<file path="config.mk">
export PLATFORM = sky130hd
export DESIGN_NAME = xor_checked_frame_deframer_top
export DESIGN_NICKNAME = d
export VERILOG_FILES = /design/src/sv/xcfd_pkg.sv /design/src/sv/xcfd_front.sv /design/src/sv/xcfd_queue.sv /design/src/sv/xcfd_back.sv /design/src/sv/xor_checked_frame_deframer_top.sv
export SDC_FILE = /design/constraint.sdc
export NUM_CORES = 1
export LEC_CHECK = 0
export CAP_MARGIN = 20
export CORE_MARGIN = 2
export CORE_UTILIZATION = 57
export CTS_CLUSTER_DIAMETER = 30
export CTS_CLUSTER_SIZE = 12
export DETAILED_ROUTE_END_ITERATION = 8
export DONT_BUFFER_PORTS = 1
export GPL_TIMING_DRIVEN = 1
export PLACE_DENSITY = 0.68
export SYNTH_ARGS = -nofsm -noshare
export SYNTH_HDL_FRONTEND = slang
export SYNTH_SLANG_ARGS = --single-unit
export TNS_END_PERCENT = 30
</file>
<file path="constraint.sdc">
create_clock -name i_clk -period 2.8 [get_ports i_clk]
set_input_delay 0.14 -clock i_clk [delete_from_list [all_inputs] [get_ports i_clk]]
set_output_delay 0.14 -clock i_clk [all_outputs]
set_load 0.01 [all_outputs]
</file>
<file path="src/sv/xcfd_pkg.sv">
// Shared types and constants for the XOR-checked frame deframer.
package xcfd_pkg;

    // Frame constants
    localparam logic [7:0] XOR_SEED       = 8'h7E;
    localparam logic [7:0] TAIL_MARK      = 8'h81;
    localparam logic [7:0] FRAME_OVERHEAD = 8'd7;
    localparam logic [7:0] PAYLOAD_FIRST  = 8'd4;

    // Queue depth between the classifier and the output stage
    localparam int QUEUE_DEPTH = 2;

    // Field kinds
    localparam logic [2:0] KIND_LENGTH   = 3'd0;
    localparam logic [2:0] KIND_ID       = 3'd1;
    localparam logic [2:0] KIND_ADDRESS  = 3'd2;
    localparam logic [2:0] KIND_FUNCTION = 3'd3;
    localparam logic [2:0] KIND_PAYLOAD  = 3'd4;
    localparam logic [2:0] KIND_CHECKSUM = 3'd5;
    localparam logic [2:0] KIND_TAIL     = 3'd6;
    localparam logic [2:0] KIND_OUTSIDE  = 3'd7;

    // Frame status codes
    localparam logic [1:0] STATUS_OK       = 2'd0;
    localparam logic [1:0] STATUS_BAD_TAIL = 2'd1;
    localparam logic [1:0] STATUS_BAD_CHK  = 2'd2;
    localparam logic [1:0] STATUS_BAD_LEN  = 2'd3;

    // Input item
    typedef struct packed {
        logic [7:0] rx_byte;
        logic       frame_start;
        logic [7:0] frame_length;
    } t_dfr_in;

    // Result item
    typedef struct packed {
        logic [2:0] field_kind;
        logic [7:0] field_value;
        logic [7:0] payload_index;
        logic       frame_done;
        logic [1:0] frame_status;
    } t_dfr_out;

    // Classified byte passed from the front to the back
    typedef struct packed {
        logic [2:0] kind;
        logic [7:0] value;
        logic [7:0] pidx;
        logic       chk_ok;
        logic       len_bad;
    } t_cls;

endpackage

</file>
<file path="src/sv/xcfd_front.sv">
// Front end: tracks frame position and XOR, tags each received byte.
module xcfd_front import xcfd_pkg::*; (
    input  logic    i_clk,
    input  logic    i_rst_n,
    input  logic    i_valid,
    input  t_dfr_in i_data,
    input  logic    i_push_ok,
    output logic    o_push,
    output t_cls    o_cls
);

    logic       r_in_frame, n_in_frame;
    logic [7:0] r_pos, n_pos;
    logic [7:0] r_ptot, n_ptot;
    logic [7:0] r_xor, n_xor;
    logic       r_chk, n_chk;
    logic [7:0] w_pend;
    logic       w_accept;

    assign w_accept = i_valid && i_push_ok;
    assign o_push   = w_accept;
    assign w_pend   = r_ptot + PAYLOAD_FIRST;

    // Classify the byte and work out the next frame state
    always_comb begin
        n_in_frame   = r_in_frame;
        n_pos        = r_pos;
        n_ptot       = r_ptot;
        n_xor        = r_xor;
        n_chk        = r_chk;
        o_cls.kind    = KIND_OUTSIDE;
        o_cls.value   = i_data.rx_byte;
        o_cls.pidx    = 8'd0;
        o_cls.chk_ok  = r_chk;
        o_cls.len_bad = 1'b0;
        if (i_data.frame_start) begin
            o_cls.kind = KIND_LENGTH;
            n_chk      = 1'b0;
            if (i_data.frame_length < FRAME_OVERHEAD) begin
                o_cls.len_bad = 1'b1;
                n_xor         = XOR_SEED;
                n_in_frame    = 1'b0;
                n_pos         = 8'd0;
                n_ptot        = 8'd0;
            end else begin
                n_ptot     = i_data.frame_length - FRAME_OVERHEAD;
                n_xor      = XOR_SEED ^ i_data.rx_byte;
                n_pos      = 8'd1;
                n_in_frame = 1'b1;
            end
        end else if (r_in_frame) begin
            n_pos = r_pos + 8'd1;
            if (r_pos == 8'd1) begin
                o_cls.kind = KIND_ID;
                n_xor      = r_xor ^ i_data.rx_byte;
            end else if (r_pos == 8'd2) begin
                o_cls.kind = KIND_ADDRESS;
                n_xor      = r_xor ^ i_data.rx_byte;
            end else if (r_pos == 8'd3) begin
                o_cls.kind = KIND_FUNCTION;
                n_xor      = r_xor ^ i_data.rx_byte;
            end else if (r_pos >= PAYLOAD_FIRST && r_pos < w_pend) begin
                o_cls.kind = KIND_PAYLOAD;
                o_cls.pidx = r_pos - PAYLOAD_FIRST;
                n_xor      = r_xor ^ i_data.rx_byte;
            end else if (r_pos == w_pend) begin
                o_cls.kind = KIND_CHECKSUM;
                n_chk      = (i_data.rx_byte == ~r_xor);
            end else begin
                o_cls.kind = KIND_TAIL;
                n_in_frame = 1'b0;
                n_pos      = 8'd0;
            end
        end
    end

    // Advance state on each transfer
    always_ff @(posedge i_clk) begin
        if (!i_rst_n) begin
            r_in_frame <= 1'b0;
            r_pos      <= 8'd0;
            r_ptot     <= 8'd0;
            r_xor      <= XOR_SEED;
            r_chk      <= 1'b0;
        end else if (w_accept) begin
            r_in_frame <= n_in_frame;
            r_pos      <= n_pos;
            r_ptot     <= n_ptot;
            r_xor      <= n_xor;
            r_chk      <= n_chk;
        end
    end

endmodule

</file>
<file path="src/sv/xcfd_queue.sv">
// Short queue of classified bytes between front and back.
module xcfd_queue import xcfd_pkg::*; #(
    parameter int DEPTH = QUEUE_DEPTH
) (
    input  logic i_clk,
    input  logic i_rst_n,
    input  logic i_push,
    input  t_cls i_cls,
    output logic o_not_full,
    input  logic i_pop,
    output logic o_not_empty,
    output t_cls o_cls
);

    localparam int AW = (DEPTH > 1) ? $clog2(DEPTH) : 1;
    localparam int CW = $clog2(DEPTH + 1);

    t_cls          r_mem [DEPTH];
    logic [AW-1:0] r_wptr;
    logic [AW-1:0] r_rptr;
    logic [CW-1:0] r_count;

    assign o_not_full  = (r_count != CW'(DEPTH));
    assign o_not_empty = (r_count != '0);
    assign o_cls       = r_mem[r_rptr];

    // Store entries
    always_ff @(posedge i_clk) begin
        if (i_push) begin
            r_mem[r_wptr] <= i_cls;
        end
    end

    // Advance pointers and occupancy
    always_ff @(posedge i_clk) begin
        if (!i_rst_n) begin
            r_wptr  <= '0;
            r_rptr  <= '0;
            r_count <= '0;
        end else begin
            if (i_push) begin
                r_wptr <= (r_wptr == AW'(DEPTH - 1)) ? '0 : r_wptr + AW'(1);
            end
            if (i_pop) begin
                r_rptr <= (r_rptr == AW'(DEPTH - 1)) ? '0 : r_rptr + AW'(1);
            end
            if (i_push && !i_pop) begin
                r_count <= r_count + CW'(1);
            end else if (!i_push && i_pop) begin
                r_count <= r_count - CW'(1);
            end
        end
    end

endmodule

</file>
<file path="src/sv/xcfd_back.sv">
// Back end: resolves frame status and holds the result register.
module xcfd_back import xcfd_pkg::*; (
    input  logic     i_clk,
    input  logic     i_rst_n,
    input  logic     i_have,
    input  t_cls     i_cls,
    output logic     o_pop,
    output logic     o_valid,
    input  logic     i_ready,
    output t_dfr_out o_data
);

    logic     r_valid;
    t_dfr_out r_data;
    t_dfr_out n_data;
    logic     w_load;

    assign w_load  = !r_valid || i_ready;
    assign o_pop   = w_load && i_have;
    assign o_valid = r_valid;
    assign o_data  = r_data;

    // Work out done and status; tail mark is checked before the checksum
    always_comb begin
        n_data.field_kind    = i_cls.kind;
        n_data.field_value   = i_cls.value;
        n_data.payload_index = i_cls.pidx;
        n_data.frame_done    = 1'b0;
        n_data.frame_status  = STATUS_OK;
        if (i_cls.len_bad) begin
            n_data.frame_done   = 1'b1;
            n_data.frame_status = STATUS_BAD_LEN;
        end else if (i_cls.kind == KIND_TAIL) begin
            n_data.frame_done = 1'b1;
            if (i_cls.value != TAIL_MARK) begin
                n_data.frame_status = STATUS_BAD_TAIL;
            end else if (!i_cls.chk_ok) begin
                n_data.frame_status = STATUS_BAD_CHK;
            end
        end
    end

    // Hold the result until the transfer completes
    always_ff @(posedge i_clk) begin
        if (!i_rst_n) begin
            r_valid <= 1'b0;
        end else if (w_load) begin
            r_valid <= i_have;
        end
    end

    always_ff @(posedge i_clk) begin
        if (o_pop) begin
            r_data <= n_data;
        end
    end

endmodule

</file>
<file path="src/sv/xor_checked_frame_deframer_top.sv">
// Top level of the XOR-checked frame deframer.
// An input transfer passes through the queue write and then the result register to the output.
// Throughput: one byte per cycle unless the queue is full; set by the per-byte front update.
// A two-entry queue lets the front keep taking bytes while a result waits.
// Reset (i_rst_n low, synchronous) closes any frame, reseeds the XOR and empties the queue.
module xor_checked_frame_deframer_top import xcfd_pkg::*; #(
    parameter int QDEPTH = QUEUE_DEPTH
) (
    input  logic     i_clk,
    input  logic     i_rst_n,
    input  logic     i_valid,
    output logic     o_ready,
    input  t_dfr_in  i_data,
    output logic     o_valid,
    input  logic     i_ready,
    output t_dfr_out o_data
);

    logic w_push;
    logic w_not_full;
    logic w_not_empty;
    logic w_pop;
    t_cls w_front_cls;
    t_cls w_queue_cls;

    assign o_ready = w_not_full;

    xcfd_front u_front (
        .i_clk     (i_clk),
        .i_rst_n   (i_rst_n),
        .i_valid   (i_valid),
        .i_data    (i_data),
        .i_push_ok (w_not_full),
        .o_push    (w_push),
        .o_cls     (w_front_cls)
    );

    xcfd_queue #(
        .DEPTH (QDEPTH)
    ) u_queue (
        .i_clk       (i_clk),
        .i_rst_n     (i_rst_n),
        .i_push      (w_push),
        .i_cls       (w_front_cls),
        .o_not_full  (w_not_full),
        .i_pop       (w_pop),
        .o_not_empty (w_not_empty),
        .o_cls       (w_queue_cls)
    );

    xcfd_back u_back (
        .i_clk   (i_clk),
        .i_rst_n (i_rst_n),
        .i_have  (w_not_empty),
        .i_cls   (w_queue_cls),
        .o_pop   (w_pop),
        .o_valid (o_valid),
        .i_ready (i_ready),
        .o_data  (o_data)
    );

endmodule

</file>
==> results.md <==
* Cells after DPL at 486
* Deepest clock path buffer count at 2
* Vias per inst at 5.84
* Number of placement rows at 32
* Total negative setup slack at 0 ns
* Power density over the cells at 745 nW/um2
* Fraction of registers with async set/reset at 0
* Worst rel slew slack at 0.588
* Fraction of met3 tracks used by global routing at 0.0561
* Crit path capture type: flop
* Top achievable clock speed at 0.376 GHz
* Synthesized flop and latch total at 96
* Die span in y at 92.8 um
* Synth Warn # at 0
* Critical path class: flop to flop
* Average wire per cell in the routed design at 16.9 um
* Non-Filler Instances at 517
* Die outline area at 8620 um2
* Wire length of the first global-routing pass at 14.2 mm
* Port bufs at 0
* Routing layer with the top usage in global route: met2
* Netlist Area Pre-Place at 4500 um2
* Critical Path RT at 3.07 ns
* Worst slack after detailed placement at 0.312 ns
* First-pass iteration count of the detailed router at 5
* Most frequent cells in the layout: sky130_fd_sc_hd__edfxtp_1, sky130_fd_sc_hd__nor2_1, sky130_fd_sc_hd__a21oi_1, sky130_fd_sc_hd__nand2_1, sky130_fd_sc_hd__dfxtp_1
* Area of all sequential standard cells at 2570 um2
* I/O pin cnt at 45
* Final Critical Period at 2.66 ns
* Final worst path period share at 0.950
* Routability cong. at 0.801
* Maximum level of the CTS H-tree at 3
* Highest net fanout along the worst path at 8
* Peak ir drop on the vdd network at 0.529 mV
* Ant diodes at 0
* Global-route usage over all layers at 0.214
* Overflow left after global routing at 0
* Number of global-route vias before repair at 2907
* Clock-pin slew on the worst setup and hold paths at 0.10 ns
* Count of distinct cell types in the synthesized netlist at 51
* Number of buffers created by CTS at 9
* Count of filler cells inserted in the layout at 610
* Kind of path behind the tightest hold check: primary input to flop
* Area share of the largest cell type after synthesis at 0.427
* # setup viols final at 0
* Unrepaired setup endpoints after global routing: false
* DRC viols at 0
* Placeable Area at 7690 um2
* Largest net degree at the start of global routing at 24
* Number of sinks on the clock net at 96
* Gate count after technology mapping at 391
* Most used flip-flop cell after synthesis: sky130_fd_sc_hd__edfxtp_1
* Sequential cell area fraction in the yosys report at 0.570
* Pins Over Slew Limit at 0
* Syn Nets at 431
* DR iter-0 viols at 129
* Most common library cell in the layout ignoring fill and taps: sky130_fd_sc_hd__edfxtp_1
* Worst setup skew after layout at 0.00990 ns
* Worst Setup Slack, final at 0.140 ns
* Arrival time of data at the critical path endpoint at 2.93 ns
* Clock tree root driver cell: sky130_fd_sc_hd__clkbuf_8
* Later-pin clock latency in the skew report at 0.37 ns
* Final ANT Viol Nets at 0
* Clock tree from TritonCTS: built
* Number of antenna violations at the first check in global routing at 0
* Starting density of the core at 0.585
* Global routing usage on met1 at 0.287
* Number of failing hold endpoints at the final stage at 0
* Outcome: complete, no violations
* Synth area leader: sky130_fd_sc_hd__edfxtp_1
* Worst-Margin Slew at 0.618 ns
* Area of the multi-input gates at 1850 um2
* Layout net count at 450
* Mean Syn Cell Area at 11.5 um2
* Leak Pwr at 0.00175 uW
* Number of synthesized flops with an enable pin at 64
* Vias after detailed routing at 3020
* Drt total wl at 8.72 mm
* Signed area change from the synthesized netlist to the final layout at 10.6%
* Layout cell share with drive strength beyond 1 at 0.154
* Largest cells by area after synthesis: sky130_fd_sc_hd__edfxtp_1, sky130_fd_sc_hd__dfxtp_1, sky130_fd_sc_hd__ha_1
* Maximum Capacitance Violations at 0
* Total half-perimeter wirelength after legalization and detailed placement at 5.73 mm
* Die Span X at 92.8 um
* Startpoint class of the critical path: flop
* Met2 track demand over resource at 0.336
[report_power, final]
part           leakage [uW]  internal (uW)  switching [uW]  total (uW)
sequential         0.000872           1910             208        2120
clock             0.0000942            350             545         895
combinational      0.000779            283             408         692
total               0.00175           2540            1160        3710
[stage by stage]
step / util / power, uW / hold WS, ns / cell area (um2)
after floorplan: - / 2640 / 0.239 / 4500
after global placement: 0.600 / 2780 / 0.235 / 4610
after detailed placement: 0.600 / 2830 / 0.238 / 4610
after CTS: 0.641 / 3740 / 0.00552 / 4930
after global routing: 0.647 / 3900 / 0.0397 / 4970
final: 0.647 / 3710 / 0.0194 / 4970
[cell families (layout without fill, tap and decap cells)]
family | after synthesis | after routing | synth area share
XOR/XNOR | 27 | 27 | 0.0526
AO/OA/AOI/OAI | 83 | 83 | 0.118
adder cells (fa/ha/maj) | 19 | 19 | 0.0529
multiplexers | 22 | 22 | 0.0542
AND/OR/NAND/NOR | 120 | 120 | 0.130
flip-flops | 96 | 96 | 0.570
buffers and inverters | 24 | 48 | 0.0223
[cells in the mapped netlist, types with 7 or more instances]
library cell	number
sky130_fd_sc_hd__a21oi_1	32
sky130_fd_sc_hd__xor2_1	12
sky130_fd_sc_hd__o211ai_1	12
sky130_fd_sc_hd__mux2_2	19
sky130_fd_sc_hd__nor3_1	11
sky130_fd_sc_hd__nand4_1	8
sky130_fd_sc_hd__xnor2_1	15
sky130_fd_sc_hd__nor2_1	40
sky130_fd_sc_hd__edfxtp_1	64
sky130_fd_sc_hd__inv_1	10
sky130_fd_sc_hd__ha_1	19
sky130_fd_sc_hd__dfxtp_1	32
sky130_fd_sc_hd__nand2_1	29
sky130_fd_sc_hd__clkbuf_1	7
sky130_fd_sc_hd__o21ai_0	16
[state kept, by name (all words and copies together), names as in the netlist, named ones only]
| register | cells |
|---|---|
| u_back.o_data | 22 |
| u_back.o_valid | 1 |
| u_front.r_chk | 1 |
| u_front.r_in_frame | 1 |
| u_front.r_pos | 8 |
| u_front.r_ptot | 8 |
| u_front.r_xor | 8 |
| u_queue.r_count | 2 |
| u_queue.r_mem | 42 |
| u_queue.r_rptr | 1 |
| u_queue.r_wptr | 1 |
[area by class of cell]
cell class | instances | share of cell area
Sequential cell | 96 | 0.516
Multi-Input combinational cell | 271 | 0.373
Timing Repair Buffer | 20 | 0.0367
Tap cell | 102 | 0.0257
Clock buffer | 9 | 0.0249
Clock inverter | 7 | 0.0148
Inverter | 12 | 0.00906
[layer usage]
layer / wire length, um / vias to the layer above
met5: 0 / -
met2: 4170 / 96
met4: 127 / 0
li1: - / 1475
met3: 510 / 15
met1: 3920 / 1434
[path summary, 6_finish.rpt]
kind	from	to	slack [ns]	cells past startpoint
min	i_ready	u_back.o_valid$_SDFFE_PN0P_	0.02	3
max	u_front.r_ptot[2]$_SDFFE_PN0P_	u_front.r_xor[5]$_SDFFE_PN1P_	0.14	11
max reg2reg	u_front.r_ptot[2]$_SDFFE_PN0P_	u_front.r_xor[5]$_SDFFE_PN1P_	0.14	11
min reg2reg	u_front.r_ptot[1]$_SDFFE_PN0P_	u_front.r_ptot[1]$_SDFFE_PN0P_	0.46	2
[worst max-delay path, cell delays in order (launching register included)]
cell	delay, ns
sky130_fd_sc_hd__dfxtp_2	0.37
sky130_fd_sc_hd__nand3_2	0.08
sky130_fd_sc_hd__or2_2	0.30
sky130_fd_sc_hd__xor2_1	0.15
sky130_fd_sc_hd__ha_1	0.29
sky130_fd_sc_hd__nand4_1	0.11
sky130_fd_sc_hd__a21oi_1	0.06
sky130_fd_sc_hd__buf_4	0.17
sky130_fd_sc_hd__o21a_4	0.23
sky130_fd_sc_hd__o21ai_2	0.14
sky130_fd_sc_hd__o211ai_1	0.09
sky130_fd_sc_hd__dlygate4sd3_1	0.58
[repair_timing]
item | 4_1_cts | 5_1_grt
setup buffers | 0 | 2
endpoints found under the setup margin | 0 | 1
hold endpoints to repair | 32 | 1
resized for setup | 0 | 7
hold buffers | 12 | 1
(Power assumes the default switching activity.)
